## src/design/fra_pkg.sv

```systemverilog
// Shared types and constants for the frame ramp animator.
// Used by every module of the block; depends on nothing.
package fra_pkg;

  typedef enum logic [1:0] {
    KIND_TICK   = 2'd0,
    KIND_START  = 2'd1,
    KIND_STOP   = 2'd2,
    KIND_TARGET = 2'd3
  } kind_t;

  typedef enum logic [1:0] {
    MODE_ONE_SHOT  = 2'd0,
    MODE_PING_PONG = 2'd1,
    MODE_LOOP      = 2'd2,
    MODE_CHASE     = 2'd3
  } mode_t;

  localparam logic [1:0] CFG_IDX_MODE  = 2'd0;
  localparam logic [1:0] CFG_IDX_STEP  = 2'd1;
  localparam logic [1:0] CFG_IDX_LIMIT = 2'd2;

  localparam int STEP_BITS = 15;
  localparam int CFG_DATA_BITS = 16;
  localparam int VALUE_BITS = 16;

  typedef struct packed {
    mode_t                mode;
    logic [STEP_BITS-1:0] step_size;
    logic [STEP_BITS-1:0] frame_limit;
  } cfg_t;

  typedef struct packed {
    logic active;
    logic done;
    logic reversing;
  } status_t;

endpackage

```

## src/design/fra_cfg.sv

```systemverilog
// Configuration register file of the frame ramp animator.
// Depends on fra_pkg for the register indexes and the cfg_t struct.
module fra_cfg (
  input  logic                                clk,
  input  logic                                rst_n,
  input  logic                                cfg_valid,
  output logic                                cfg_ready,
  input  logic [1:0]                          cfg_index,
  input  logic [fra_pkg::CFG_DATA_BITS-1:0]   cfg_data,
  output fra_pkg::cfg_t                       cfg
);

  fra_pkg::cfg_t cfg_r;
  fra_pkg::cfg_t cfg_nxt;

  assign cfg_ready = 1'b1;
  assign cfg = cfg_r;

  always_comb begin
    cfg_nxt = cfg_r;
    if (cfg_valid) begin
      unique case (cfg_index)
        fra_pkg::CFG_IDX_MODE:  cfg_nxt.mode = fra_pkg::mode_t'(cfg_data[1:0]);
        fra_pkg::CFG_IDX_STEP:  cfg_nxt.step_size = cfg_data[fra_pkg::STEP_BITS-1:0];
        fra_pkg::CFG_IDX_LIMIT: cfg_nxt.frame_limit = cfg_data[fra_pkg::STEP_BITS-1:0];
        default: ;
      endcase
    end
  end

  always_ff @(posedge clk) begin
    if (!rst_n) begin
      cfg_r.mode        <= fra_pkg::MODE_ONE_SHOT;
      cfg_r.step_size   <= fra_pkg::STEP_BITS'(1);
      cfg_r.frame_limit <= '0;
    end else begin
      cfg_r <= cfg_nxt;
    end
  end

endmodule

```

## src/design/fra_state.sv

```systemverilog
// Channel state registers and the per-event update logic of the animator.
// Depends on fra_pkg for the event kinds, modes and status struct.
module fra_state #(
  parameter int FRAME_BITS = 16
) (
  input  logic                                  clk,
  input  logic                                  rst_n,
  input  logic                                  en,
  input  fra_pkg::kind_t                        kind,
  input  logic signed [fra_pkg::VALUE_BITS-1:0] target_value,
  input  fra_pkg::cfg_t                         cfg,
  output logic signed [fra_pkg::VALUE_BITS-1:0] frame_report,
  output fra_pkg::status_t                      status_nxt
);

  localparam int SW = ((FRAME_BITS > fra_pkg::VALUE_BITS) ? FRAME_BITS
                                                          : fra_pkg::VALUE_BITS) + 2;
  localparam logic signed [SW-1:0] FMAX =
    SW'((longint'(1) <<< (FRAME_BITS - 1)) - longint'(1));
  localparam logic signed [SW-1:0] FMIN = -FMAX - SW'(1);

  logic signed [FRAME_BITS-1:0]          frame_r;
  logic signed [FRAME_BITS-1:0]          frame_nxt;
  logic signed [fra_pkg::VALUE_BITS-1:0] target_r;
  logic signed [fra_pkg::VALUE_BITS-1:0] target_nxt;
  fra_pkg::status_t                      status_r;

  logic signed [SW-1:0] fw, sw, lraw, limw, traw, tgtw, up, dn;
  logic signed [SW-1:0] tick_f, ev_f, sat_f, ext_f;
  fra_pkg::status_t     tick_s;

  assign fw   = SW'(frame_r);
  assign sw   = signed'(SW'(cfg.step_size));
  assign lraw = signed'(SW'(cfg.frame_limit));
  assign limw = (lraw > FMAX) ? FMAX : lraw;
  assign traw = SW'(target_r);
  assign tgtw = (traw > FMAX) ? FMAX : ((traw < FMIN) ? FMIN : traw);
  assign up   = fw + sw;
  assign dn   = fw - sw;

  always_comb begin
    tick_f = fw;
    tick_s = status_r;
    if (status_r.active && !status_r.done) begin
      unique case (cfg.mode)
        fra_pkg::MODE_ONE_SHOT: begin
          tick_f = up;
          if (up >= limw) begin
            tick_f = limw;
            tick_s.done = 1'b1;
          end
        end
        fra_pkg::MODE_PING_PONG, fra_pkg::MODE_LOOP: begin
          if (!status_r.reversing) begin
            tick_f = up;
            if (up >= limw) begin
              tick_f = limw;
              tick_s.reversing = 1'b1;
            end
          end else begin
            tick_f = dn;
            if (dn <= SW'(0)) begin
              tick_f = '0;
              if (cfg.mode == fra_pkg::MODE_PING_PONG) begin
                tick_s.done = 1'b1;
              end else begin
                tick_s.reversing = 1'b0;
              end
            end
          end
        end
        fra_pkg::MODE_CHASE: begin
          if (fw < tgtw) begin
            tick_f = (up > tgtw) ? tgtw : up;
          end else if (fw > tgtw) begin
            tick_f = (dn < tgtw) ? tgtw : dn;
          end
        end
        default: ;
      endcase
    end
  end

  always_comb begin
    ev_f       = fw;
    status_nxt = status_r;
    target_nxt = target_r;
    unique case (kind)
      fra_pkg::KIND_TICK: begin
        ev_f       = tick_f;
        status_nxt = tick_s;
      end
      fra_pkg::KIND_START: begin
        ev_f                 = '0;
        status_nxt.active    = 1'b1;
        status_nxt.done      = 1'b0;
        status_nxt.reversing = 1'b0;
      end
      fra_pkg::KIND_STOP:   status_nxt.active = 1'b0;
      fra_pkg::KIND_TARGET: target_nxt = target_value;
      default: ;
    endcase
  end

  assign sat_f        = (ev_f > FMAX) ? FMAX : ((ev_f < FMIN) ? FMIN : ev_f);
  assign frame_nxt    = FRAME_BITS'(sat_f);
  assign ext_f        = SW'(frame_nxt);
  assign frame_report = ext_f[fra_pkg::VALUE_BITS-1:0];

  always_ff @(posedge clk) begin
    if (!rst_n) begin
      frame_r  <= '0;
      target_r <= '0;
      status_r <= '0;
    end else if (en) begin
      frame_r  <= frame_nxt;
      target_r <= target_nxt;
      status_r <= status_nxt;
    end
  end

endmodule

```

## src/design/frame_ramp_animator.sv

```systemverilog
// Top level of the frame ramp animator: input register, state update, result register.
// Depends on fra_pkg, fra_cfg and fra_state.
//
//   channel  | handshake              | payload
//   ---------+------------------------+-----------------------------------------------
//   in       | in_valid / in_ready    | in_kind, in_target_value
//   out      | out_valid / out_ready  | out_frame_value, out_is_active/done/reversing
//   cfg      | cfg_valid / cfg_ready  | cfg_index, cfg_data
//
// Items pass the input, then the result register; one per cycle when not stalled.
// The single state update between the input and result registers sets that rate.
// Reset clears the channel state and loads the register defaults.
// A stalled result holds in the output register while one more item waits in the input one.
module frame_ramp_animator #(
  parameter int FRAME_BITS = 16
) (
  input  logic                                  clk,
  input  logic                                  rst_n,
  input  logic                                  in_valid,
  output logic                                  in_ready,
  input  logic [1:0]                            in_kind,
  input  logic signed [fra_pkg::VALUE_BITS-1:0] in_target_value,
  output logic                                  out_valid,
  input  logic                                  out_ready,
  output logic signed [fra_pkg::VALUE_BITS-1:0] out_frame_value,
  output logic                                  out_is_active,
  output logic                                  out_is_done,
  output logic                                  out_is_reversing,
  input  logic                                  cfg_valid,
  output logic                                  cfg_ready,
  input  logic [1:0]                            cfg_index,
  input  logic [fra_pkg::CFG_DATA_BITS-1:0]     cfg_data
);

  fra_pkg::cfg_t                         cfg;
  logic                                  in_valid_r;
  fra_pkg::kind_t                        in_kind_r;
  logic signed [fra_pkg::VALUE_BITS-1:0] in_target_r;
  logic                                  out_valid_r;
  logic signed [fra_pkg::VALUE_BITS-1:0] out_frame_r;
  fra_pkg::status_t                      out_status_r;
  logic signed [fra_pkg::VALUE_BITS-1:0] frame_report;
  fra_pkg::status_t                      status_nxt;
  logic                                  advance;

  fra_cfg u_cfg (
    .clk       (clk),
    .rst_n     (rst_n),
    .cfg_valid (cfg_valid),
    .cfg_ready (cfg_ready),
    .cfg_index (cfg_index),
    .cfg_data  (cfg_data),
    .cfg       (cfg)
  );

  fra_state #(
    .FRAME_BITS (FRAME_BITS)
  ) u_state (
    .clk          (clk),
    .rst_n        (rst_n),
    .en           (advance),
    .kind         (in_kind_r),
    .target_value (in_target_r),
    .cfg          (cfg),
    .frame_report (frame_report),
    .status_nxt   (status_nxt)
  );

  assign advance  = in_valid_r && (!out_valid_r || out_ready);
  assign in_ready = !in_valid_r || advance;

  always_ff @(posedge clk) begin
    if (!rst_n) begin
      in_valid_r <= 1'b0;
    end else if (in_ready) begin
      in_valid_r <= in_valid;
    end
  end

  always_ff @(posedge clk) begin
    if (in_valid && in_ready) begin
      in_kind_r   <= fra_pkg::kind_t'(in_kind);
      in_target_r <= in_target_value;
    end
  end

  always_ff @(posedge clk) begin
    if (!rst_n) begin
      out_valid_r <= 1'b0;
    end else if (!out_valid_r || out_ready) begin
      out_valid_r <= in_valid_r;
    end
  end

  always_ff @(posedge clk) begin
    if (advance) begin
      out_frame_r  <= frame_report;
      out_status_r <= status_nxt;
    end
  end

  assign out_valid        = out_valid_r;
  assign out_frame_value  = out_frame_r;
  assign out_is_active    = out_status_r.active;
  assign out_is_done      = out_status_r.done;
  assign out_is_reversing = out_status_r.reversing;

endmodule

```

## config.mk

```make
export PLATFORM = sky130hd
export DESIGN_NAME = frame_ramp_animator
export DESIGN_NICKNAME = d
export VERILOG_FILES = /design/src/design/fra_pkg.sv /design/src/design/fra_cfg.sv /design/src/design/fra_state.sv /design/src/design/frame_ramp_animator.sv
export SDC_FILE = /design/constraint.sdc
export NUM_CORES = 1
export LEC_CHECK = 0
export ABC_AREA = 1
export BUFFER_PORTS_ARGS = -buffer_cell sky130_fd_sc_hd__buf_4
export CORE_MARGIN = 8
export CORE_UTILIZATION = 62
export CTS_CLUSTER_DIAMETER = 60
export DETAILED_ROUTE_END_ITERATION = 12
export GPL_TIMING_DRIVEN = 0
export PLACE_DENSITY = 0.82
export SKIP_CTS_REPAIR_TIMING = 1
export SYNTH_ARGS = -nofsm -noshare
export SYNTH_HDL_FRONTEND = slang
export SYNTH_SLANG_ARGS = --single-unit
```

## constraint.sdc

```tcl
create_clock -name clk -period 5.9 [get_ports clk]
set_clock_uncertainty 0.1 [all_clocks]
set_input_delay 1.77 -clock clk [delete_from_list [all_inputs] [get_ports clk]]
set_output_delay 1.77 -clock clk [all_outputs]
set_load 0.03 [all_outputs]
```

=== Word level (Yosys, flattened, before mapping) ===
Index checks and enable logic that the tools add are counted.

* Bits in registers: 106
* Logic and storage cells: 80

* Mux-type cells: 27
* Reductions and logical operators: 16
* Equality and inequality tests: 8
* Add/subtract/negate cells: 2
* $lt $le $gt $ge: 11

{| class="wikitable"
|+ Operator list
! cell !! count
|-
| $mux 18 || 10
|-
| $pmux 18 s3 || 1
|-
| $pmux 18 s2 || 1
|-
| $mux 16 || 2
|-
| $ge 18x18->1 || 1
|-
| $gt 16x18->1 || 1
|-
| $gt 18x16->1 const B || 1
|-
| $gt 18x18->1 || 1
|-
| $le 18x1->1 const B || 1
|-
| $lt 16x18->1 || 1
|-
| $lt 18x16->1 const B || 1
|-
| $lt 18x18->1 || 1
|-
| $add 16x16->17 || 1
|-
| $sub 16x16->17 || 1
|-
| $gt 16x16->1 const B || 1
|-
| $lt 16x16->1 const B || 1
|-
| $gt 15x15->1 const B || 1
|-
| $mux 15 || 1
|-
| $eq 2x2->1 const B || 5
|-
| $reduce_and 2->1 || 4
|-
| $mux 1 || 7
|-
| $eq 2x1->1 const B || 3
|-
| $logic_not 2->1 || 3
|-
| $mux 2 || 2
|-
| other kinds (6) || 12
|}

=== Logic depth before layout (Yosys ltp) ===
Gate-level depths: netlist of run 1.

* Word-level depth: 13
* Depth in mapped cells: 37

=== By module ===
Synthesis of run 1 repeated with hierarchy kept, for this count alone.

* Cells, all modules: 1542
* Area total of the unflattened synthesis: 9655.5 um2

{| class="wikitable"
|+ By module, submodules not included
! module !! cells an instance !! area an instance (um2) !! instances
|-
| fra_state || 1286 || 7115.6 || 1
|-
| fra_cfg || 206 || 1333.8 || 1
|-
| frame_ramp_animator || 50 || 1206.2 || 1
|}

=== Worst setup path after synthesis of run 1 ===
No wires, ideal clock.

* Kind: register to register
* From: register u_state.frame_r[0]
* To: register out_frame_r (netlist bit out_frame_value[10]) (data pin)
* Period minus slack after synthesis: 4.103 ns
* Slack: 1.797 ns
* Buffers on the path: 1
* Data required time: 5.544 ns
* Data arrival time: 3.747 ns
* Stages on the path, launching flop included: 30
* Cell sequence: dfxtp_1 inv_1 ha_1 fa_1 inv_1 a21o_1 nand3_1 nand2_1 nand2_1 a21oi_2 inv_1 ha_1 nand3_1 nor3_1 o2111ai_1 nand4_1 nand2_1 clkbuf_1 o21ai_0 nand2_1 nand2_1 nand2_1 nand3_1 nand2_1 nand2_1 nand3_1 nand2_1 nand2_1 nand2_1 nand2_1

* Cells in the longest elaborated chain, start to end: 11
* Elaborated cells between the ends (all ways): 22
* Those cells by class: add/sub (2); order compare (8); mux (12)

{| class="wikitable"
|+ RTL lines
! element !! RTL line !! text
|-
| from (decl) || fra_state.sv:22 || <nowiki>logic signed [FRAME_BITS-1:0] frame_r;</nowiki>
|-
| from (signal assigned) || fra_state.sv:116 || <nowiki>frame_r <= frame_nxt;</nowiki>
|-
| $sub 16x16->17 || fra_state.sv:39 || <nowiki>assign dn = fw - sw;</nowiki>
|-
| $lt 18x18->1 || fra_state.sv:76 || <nowiki>tick_f = (dn < tgtw) ? tgtw : dn;</nowiki>
|-
| $mux 18 || fra_state.sv:76 ||
|-
| $mux 18 || fra_state.sv:75 || <nowiki>end else if (fw > tgtw) begin</nowiki>
|-
| $mux 18 || fra_state.sv:73 || <nowiki>if (fw < tgtw) begin</nowiki>
|-
| $pmux 18 s3 || fra_state.sv:45 || <nowiki>unique case (cfg.mode)</nowiki>
|-
| $mux 18 || fra_state.sv:44 || <nowiki>if (status_r.active && !status_r.done) begin</nowiki>
|-
| $pmux 18 s2 * || fra_state.sv:88 || <nowiki>unique case (kind)</nowiki>
|-
| $lt 18x16->1 || fra_state.sv:105 || <nowiki>assign sat_f = (ev_f > FMAX) ? FMAX : ((ev_f < FMIN) ? FMIN : ev_f);</nowiki>
|-
| $mux 16 || fra_state.sv:105 ||
|-
| $mux 16 * || fra_state.sv:105 ||
|-
| net frame_report (one bit) || frame_ramp_animator.sv:42 || <nowiki>logic signed [fra_pkg::VALUE_BITS-1:0] frame_report;</nowiki>
|-
| to (signal assigned) || frame_ramp_animator.sv:97 || <nowiki>out_frame_r <= frame_report;</nowiki>
|-
| to (decl) || frame_ramp_animator.sv:40 || <nowiki>logic signed [fra_pkg::VALUE_BITS-1:0] out_frame_r;</nowiki>
|}

Mark *: on every way through the listed nets, which the timed path passes. The rest lies on a longest branch.
A chain may end at the register's enable or synchronous reset.

=== Final worst setup path of run 1 ===
Same ends and word-level chain as after synthesis.

==> qor.yml, run 1 <==
outcome:
  status: "finished, final reports clean"
cells_and_area:
  layout-drive-gt1-share: 0.105
  area_growth_syn_to_layout_pct: 11.0
  n_antenna_cell: 0
  fin_nets: 1590
detailed_routing:
  final_antenna_net_count: 0
  drt_wl_total_mm: 29.8
  drt_pass1_iterations: 6
  vias: 9604
  avgViaCountPerCell: 5.86
  drc: 0
  wl_per_cell_um: 18.2
  first_iter_violations: 1153
global_route:
  grt_usage: 0.320
  grt_pass1_wl_mm: 45.8
  grt_max_degree: 29
  gr-total-overflow: 0
  first_global_vias: 8835
  antenna_found_initial: 0
clock_network:
  clock_latency_ps: 370
  cts.clk_slew.worst_paths_ps: 90
  cts_buffer_depth: 2
  htree_levels: 3
  ctsRootBufferMaster: "clkbuf_16"
  tritoncts: "built"
  clkSinkCount: 106
  numCtsBuffers: 9
logic_synthesis:
  ys.flop_type: "dfxtp_1"
  synthAdderAreaFrac: 0.139
  yosysSeqAreaShare: 0.274
  synth_mux_area_frac: 0
  async_flop_share: 0
  synth-warning-count: 0
  synthXorXnorAreaFrac: 0.0202
  synth_compound_area_frac: 0.144
  yosys.area_share.simple: 0.315
  synth.avg_cell_area_um2: 6.61
  synth.distinct_cells: 46
  synthCells: 1378
  synth_seq_cells: 106
  synth-edff-count: 37
  syn_nets: 1519
  synth_top_family_by_area: "simple AND/OR/NAND/NOR gates"
  syn-cell-area_um2: 9110
power_and_ir_drop:
  power_leakage_nw: 5.08
  ir_drop_uv: 207
  fin_total_pwr_mw: 2.91
  p_per_area_nw_per_um2: 287
critical_path:
  start_kind: "register"
  path_max_fanout: 10
  cp_common_cell: "nand2_1"
  slowest_delay_ps: 440
  cp_data_required_time_ps: 5920
  crit_arrival_ps: 5630
  cp-end-kind: "register"
  critical_path_class: "reg2reg"
  cp_slowest_cell: "dfxtp_1"
timing:
  finalMaxSlewViolations: 0
  slew_headroom: 0.497
  setup_tns_ps: 0
  rsz0062_at_grt: "false"
  setup_viol: 0
  worst_slew_pin_slew_ps: 747
  fin_crit_sh: 0.951
  hold_viol_final: 0
  fmax_ghz: 0.178
  min_period_ps: 5610
floorplanning:
  initial_core_util: 0.632
  ioPinCount: 63
  die-height_um: 137
  die_w_um: 137
  core_region_area_um2: 14400
  fp.dieArea_um2: 18800
  placementRows: 44
place:
  io_buffers: 60
  routabilityCongestion: 1.01
  dp_hpwl_mm: 24.5
flow_run:
  drv_cap: 0
worst_hold_path:
  min_path_type: "reg2reg"
==> sequential cells by signal, summed over array words and instances, names as in the netlist <==
name              flops
in_kind_r             2
out_is_active         1
u_state.status_r      3
u_cfg.cfg            32
in_target_r          16
out_is_reversing      1
u_state.frame_r      16
u_state.target_r     16
in_valid_r            1
out_valid             1
out_is_done           1
out_frame_value      16
==> metal layers <==
metal	routed length (um)	global-route usage	share of wire
met5	0	0	0
met4	1600	0.176	0.054
met3	2820	0.0646	0.095
met2	12700	0.486	0.43
met1	12700	0.419	0.42
==> placed cells by master, fill, tap and decap left out, drive strengths merged <==
master,count
nor2,54
clkbuf,45
or2,1
and3,2
nor4,2
conb,1
o21a,3
nand3b,2
buf,80
o21ai,83
inv,190
o2111ai,2
a21oi,148
o221ai,1
a31o,1
a21boi,2
edfxtp,37
nand2,404
o31ai,1
nor3,10
dfxtp,69
o21bai,4
nand4,12
ha,98
fa,2
nand3,168
a21o,3
xor2,19
xnor2,2
clkinv,8
==> cells by family (layout without fill, tap and decap cells) <==
group,after synthesis,after routing
AOI/OAI and AO/OA,248,248
xor gates and xnor gates,21,21
adders and majority gates,100,100
buffers and inverters,247,323
DFF,106,106
other,1,1
and+or+nand+nor,655,655
==> synth_stat cells (4+ instances only) <==
library cell  count  area share
inv_2            10      0.0041
edfxtp_1         37        0.12
nand3_2           5      0.0055
o21ai_1           6      0.0033
o21ai_0          75       0.041
a21oi_1         145       0.080
inv_1           176       0.072
clkinv_1          5      0.0021
nand3_1         161       0.088
nor2_2            4      0.0027
buf_2            10      0.0055
xor2_1           19       0.018
nand2_2          25       0.017
nand2_1         378        0.16
ha_1             98        0.13
nor3_1            9      0.0049
dfxtp_1          69        0.15
nand4_1          12      0.0082
nor2_1           49       0.020
buf_4             7      0.0058
clkbuf_1         36       0.015
==> power by group <==
part           total [mW]  internal (mW)  switching, mW
Clock               0.645          0.309          0.336
Sequential          0.835          0.802         0.0334
Combinational        1.43          0.442          0.987
==> area by class of cell <==
class	instances	area, um^2
multi-input cells	1025	5650
well taps	184	230
clock buffers	9	225
inverters	191	717
repair buffers	60	450
flip-flops and latches	106	2490
fillers	1319	4310
clock inverters	7	88.8
plain buffers	56	265
==> worst paths after layout <==
| kind | start | end | slack, ps | cells after the start |
|---|---|---|---|---|
| max | u_state.frame_r[0] | out_frame_value[10] | 290 | 29 |
| min | u_cfg.cfg[18] | u_cfg.cfg[18] | 390 | 2 |
| max reg2reg | u_state.frame_r[0] | out_frame_value[10] | 290 | 29 |
| min reg2reg | u_cfg.cfg[18] | u_cfg.cfg[18] | 390 | 2 |
==> metrics by stage <==
step,std cells,cell area (um^2),setup slack [ps],hold slack (ps),util
global placement,1622,9790,523,368,0.679
finish,1638,10100,292,392,0.701
CTS,1638,10100,408,391,0.701
detailed placement,1622,9790,450,379,0.679
floorplan,1378,9110,1800,353,-
global route,1638,10100,29.2,416,0.701
==> critical path, delay by kind of cell (launching register included) <==
family	cells	cell delay, ps
DFF	1	440
adders and majority gates	3	1000
xor gates and xnor gates	1	370
AOI/OAI and AO/OA	2	560
and+or+nand+nor	19	2200
buffers and inverters	4	670
(Power assumes the default switching activity.)
==> run 2: changes to the inputs <==
--- a/config.mk
+++ b/config.mk
@@ -6,11 +6,13 @@
 export NUM_CORES = 1
 export LEC_CHECK = 0
 export ABC_AREA = 1
-export BUFFER_PORTS_ARGS = -buffer_cell sky130_fd_sc_hd__buf_4
+export CELL_PAD_IN_SITES_DETAIL_PLACEMENT = 0
+export CELL_PAD_IN_SITES_GLOBAL_PLACEMENT = 1
 export CORE_MARGIN = 8
-export CORE_UTILIZATION = 62
+export CORE_UTILIZATION = 47
 export CTS_CLUSTER_DIAMETER = 60
 export DETAILED_ROUTE_END_ITERATION = 12
+export DONT_BUFFER_PORTS = 1
 export GPL_TIMING_DRIVEN = 0
 export PLACE_DENSITY = 0.82
 export SKIP_CTS_REPAIR_TIMING = 1
==> run 2 against run 1 <==
  * Clock power shrank 0.8%
  * Critical path type unchanged
  * Combinational power shrank 3%
  * Global-route usage shrank 5.5 points
  * Critical path depth is the same
  * Wire length grew 6.5%
  * Die area grew 28%
  * First-iteration DRC count shrank 31%
  * Maximum frequency grew 1.4%
  * Final area shrank 3.4%
==> qor.yml, run 2 (synthesized netlist as in run 1, its figures left out) <==
detailed_routing:
  first_iter_violations: 794
  wl_per_cell_um: 19.1
  avgViaCountPerCell: 5.46
  drc: 0
  drt_pass1_iterations: 5
  final_antenna_net_count: 0
  vias: 9052
  drt_wl_total_mm: 31.7
power_and_ir_drop:
  ir_drop_uv: 174
  sw_frac_of_total: 0.473
  pwr-share-seq: 0.296
  p_per_area_nw_per_um2: 295
  fin_total_pwr_mw: 2.88
  pwr-share-clk: 0.222
  p_int_mw: 1.52
  p_switching_mw: 1.36
  comb_power_share: 0.482
  power_leakage_nw: 4.79
cells_and_area:
  layout_common_cells: "nand2_1, inv_1, nand3_1, a21oi_1, ha_1"
  fillers: 2102
  regArea_um2: 2490
  area_growth_syn_to_layout_pct: 7.19
  multi_input_area_um2: 5660
  fin_nets: 1530
  n_antenna_cell: 0
  mostFrequentLayoutCell: "nand2_1"
  fin_util: 0.507
  largest_reg_flops: 32
  layout-drive-gt1-share: 0.0674
outcome:
  status: "finished, final reports clean"
floorplanning:
  fp.dieArea_um2: 24100
  ioPinCount: 63
  die-height_um: 155
  die_w_um: 155
  core_region_area_um2: 19300
  placementRows: 51
  initial_core_util: 0.473
critical_path:
  cp_data_required_time_ps: 5920
  slowest_delay_ps: 430
  r2r_setup_slack_ps: 370
  worstReg2RegEnd: "out_frame_value[5]"
  rr_worst_depth: 29
  crit_end: "out_frame_value[5]"
  rr_startpoint: "u_state.frame_r[0]"
  start_kind: "register"
  path_max_fanout: 10
  cp_common_cell: "nand2_1"
  critical_path_class: "reg2reg"
  cp-end-kind: "register"
  crit_arrival_ps: 5550
  cp_slowest_cell: "dfxtp_1"
  crit_path_start: "u_state.frame_r[0]"
global_route:
  antenna_found_initial: 0
  first_global_vias: 8386
  grt_pass1_wl_mm: 48.5
  grt_usage: 0.265
  gr-total-overflow: 0
  grt_max_degree: 29
clock_network:
  cts_buffer_depth: 2
  htree_levels: 3
  cts.clk_slew.worst_paths_ps: 80
  tritoncts: "built"
  ctsRootBufferMaster: "clkbuf_16"
  clkSinkCount: 106
  clock_latency_ps: 370
  numCtsBuffers: 9
place:
  routabilityCongestion: 0.970
  io_buffers: 0
  dp_hpwl_mm: 26.3
timing:
  min_period_ps: 5530
  hold_viol_final: 0
  fin_crit_sh: 0.938
  finalMaxSlewViolations: 0
  setup_viol: 0
  worst_slew_pin_slew_ps: 777
  fmax_ghz: 0.181
  setup_tns_ps: 0
  slew_headroom: 0.482
  rsz0062_at_grt: "false"
  whs_ps: 387
worst_hold_path:
  min_path_type: "reg2reg"
flow_run:
  drv_cap: 0
## run 2: cell types whose count changed in the layout (fill, tap and decap cells not counted), sizes merged
cell	previous run	this run
buf	80	20
clkinv	8	7
clkinvlp	0	1
## run 2: how the worst min path moves through the flow
stage | startpoint | end | cells past startpoint
after floorplan | u_cfg.cfg[1] | u_cfg.cfg[1] | 2
after global placement | u_cfg.cfg[26] | u_cfg.cfg[26] | 2
after detailed placement | u_cfg.cfg[5] | u_cfg.cfg[5] | 2
after CTS | u_cfg.cfg[5] | u_cfg.cfg[5] | 2
after global routing | u_cfg.cfg[26] | u_cfg.cfg[26] | 2
final | u_cfg.cfg[5] | u_cfg.cfg[5] | 2
## run 2: power groups by stage
stage	logic, mW	clock network (mW)	registers (mW)
4_1_cts	1.36	0.650	0.856
5_1_grt	1.56	0.677	0.859
3_3_place_gp	1.34	0	0.872
6_report	1.39	0.640	0.855
2_1_floorplan	0.957	0	0.855
3_5_place_dp	1.35	0	0.873
## run 2: through the flow
step | cells | area (um^2) | setup slack [ps]
after floorplan | 1378 | 9110 | 1800
after global placement | 1643 | 9440 | 86.5
after detailed placement | 1643 | 9440 | 145
after CTS | 1659 | 9750 | 113
after global routing | 1659 | 9770 | 31.4
final | 1659 | 9770 | 368
## run 2: area by class of cell
class	instances	area share
plain buffers	56	0.0272
clock buffers	9	0.0231
clock inverters	7	0.00794
inverters	191	0.0734
multi-input cells	1025	0.579
flip-flops and latches	106	0.255
well taps	265	0.0339
## run 2: metal layers
layer,track usage,up-vias,wire (um)
met5,0,-,0
met4,0.0823,0,731
met3,0.0291,36,1870
met2,0.415,287,14000
met1,0.375,4193,15100
li1,-,4536,-
## run 2: critical path: cells and delay by family (launching register included)
kind / cells / cell delay [ps]
DFF: 1 / 430
buffers and inverters: 4 / 680
adders and majority gates: 3 / 1020
AOI/OAI and AO/OA: 4 / 1040
and+or+nand+nor: 18 / 2000
==> run 3: changes to the inputs <==
--- a/config.mk
+++ b/config.mk
@@ -9,12 +9,12 @@
 export CELL_PAD_IN_SITES_DETAIL_PLACEMENT = 0
 export CELL_PAD_IN_SITES_GLOBAL_PLACEMENT = 1
 export CORE_MARGIN = 8
-export CORE_UTILIZATION = 47
+export CORE_UTILIZATION = 40
 export CTS_CLUSTER_DIAMETER = 60
 export DETAILED_ROUTE_END_ITERATION = 12
 export DONT_BUFFER_PORTS = 1
 export GPL_TIMING_DRIVEN = 0
-export PLACE_DENSITY = 0.82
+export PLACE_DENSITY = 0.71
 export SKIP_CTS_REPAIR_TIMING = 1
 export SYNTH_ARGS = -nofsm -noshare
 export SYNTH_HDL_FRONTEND = slang
==> run 3 against run 2 <==
  * Hold slack worse by 1.8 ps
  * Sequential power about the same
  * Combinational power barely moved
==> qor.yml, run 3 (synthesized netlist as in run 1, its figures left out) <==
cells_and_area:
  area_growth_syn_to_layout_pct: 7.39
  fin_nets: 1530
  fin_util: 0.435
  n_antenna_cell: 0
  layout_common_cells: "nand2_1, inv_1, nand3_1, a21oi_1, ha_1"
  finalNonFillerCells: 1679
  layout-drive-gt1-share: 0.0667
  largest_reg_flops: 32
  fillers: 2451
  mostFrequentLayoutCell: "nand2_1"
outcome:
  status: "finished, final reports clean"
timing:
  rsz0062_at_grt: "false"
  worst_slew_pin_slew_ps: 775
  setup_tns_ps: 0
  hold_viol_final: 0
  fin_crit_sh: 0.929
  setup_ws_ps: 418
  setup_viol: 0
  slew_headroom: 0.478
  finalMaxSlewViolations: 0
  min_period_ps: 5480
  fmax_ghz: 0.182
clock_network:
  cts.clk_slew.worst_paths_ps: 90
  ctsRootBufferMaster: "clkbuf_16"
  numCtsBuffers: 9
  cts_buffer_depth: 2
  htree_levels: 3
  clkSinkCount: 106
  tritoncts: "built"
  clock_latency_ps: 370
place:
  pre_cts_slack_ps: 263
  routabilityCongestion: 0.915
  dp.cells: 1663
  dp_hpwl_mm: 27.0
  io_buffers: 0
detailed_routing:
  drt_wl_total_mm: 32.3
  drc: 0
  avgViaCountPerCell: 5.34
  first_iter_violations: 662
  final_antenna_net_count: 0
  drt_pass1_iterations: 6
  vias: 8970
  wl_per_cell_um: 19.2
floorplanning:
  initial_core_util: 0.405
  core_region_area_um2: 22500
  ioPinCount: 63
  die_w_um: 167
  placementRows: 55
  fp.dieArea_um2: 27900
  die-height_um: 167
critical_path:
  slowest_delay_ps: 420
  start_kind: "register"
  crit_arrival_ps: 5510
  path_max_fanout: 10
  critical_path_class: "reg2reg"
  cp_data_required_time_ps: 5920
  cp_slowest_cell: "dfxtp_1"
  r2r_setup_slack_ps: 420
  cp_common_cell: "nand2_1"
  cp-end-kind: "register"
global_route:
  gr-total-overflow: 0
  grt_max_degree: 29
  grt_pass1_wl_mm: 49.8
  grt_usage: 0.231
  first_global_vias: 8742
  antenna_found_initial: 0
power_and_ir_drop:
  p_per_area_nw_per_um2: 296
  power_leakage_nw: 4.79
  ir_drop_uv: 198
  fin_total_pwr_mw: 2.89
flow_run:
  drv_cap: 0
worst_hold_path:
  min_path_type: "reg2reg"
run 3: area by class of cell:
cell class / count / area (um^2) / share of cell area
Buffer: 56 / 265 / 0.0271
Clock buffer: 9 / 225 / 0.0230
Multi-Input combinational cell: 1025 / 5650 / 0.578
Clock inverter: 7 / 77.6 / 0.00793
Tap cell: 285 / 357 / 0.0364
Sequential cell: 106 / 2490 / 0.255
Inverter: 191 / 717 / 0.0733
run 3: worst paths after layout:
kind,from,endpoint,cells past startpoint
worst max register to register,u_state.frame_r[0],out_frame_value[8],29
worst min-delay path,u_cfg.cfg[24],u_cfg.cfg[24],2
worst max-delay path,u_state.frame_r[0],out_frame_value[8],29
worst min register to register,u_cfg.cfg[24],u_cfg.cfg[24],2
run 3: where the power goes:
group	internal, mW	total [mW]	switching (mW)	leakage, nW
Sequential	0.802	0.855	0.0521	0.925
Combinational	0.413	1.39	0.973	3.72
Clock	0.305	0.652	0.348	0.146
Total	1.52	2.89	1.37	4.79
run 3: metal layers:
metal	up-vias	part of all wire	GRT usage
li1	4527	-	-
met5	-	0	0
met1	4142	0.47	0.311
met3	49	0.061	0.0411
met2	252	0.43	0.361
met4	0	0.037	0.0920
run 3: worst max-delay path, delay by kind of cell, from the launching register on:
kind                     cells  cell delay, ps
buffers and inverters        4             670
adder cells (fa/ha/maj)      3             990
flip-flops                   1             420
AO/OA/AOI/OAI                2             490
XOR/XNOR                     1             410
AND/OR/NAND/NOR             19            2120
run 3: stage by stage:
| step | area, um^2 | hold WS [ps] |
|---|---|---|
| after floorplan | 9110 | 353 |
| after global placement | 9470 | 370 |
| after detailed placement | 9470 | 372 |
| after CTS | 9770 | 388 |
| after global routing | 9790 | 402 |
| final | 9790 | 386 |
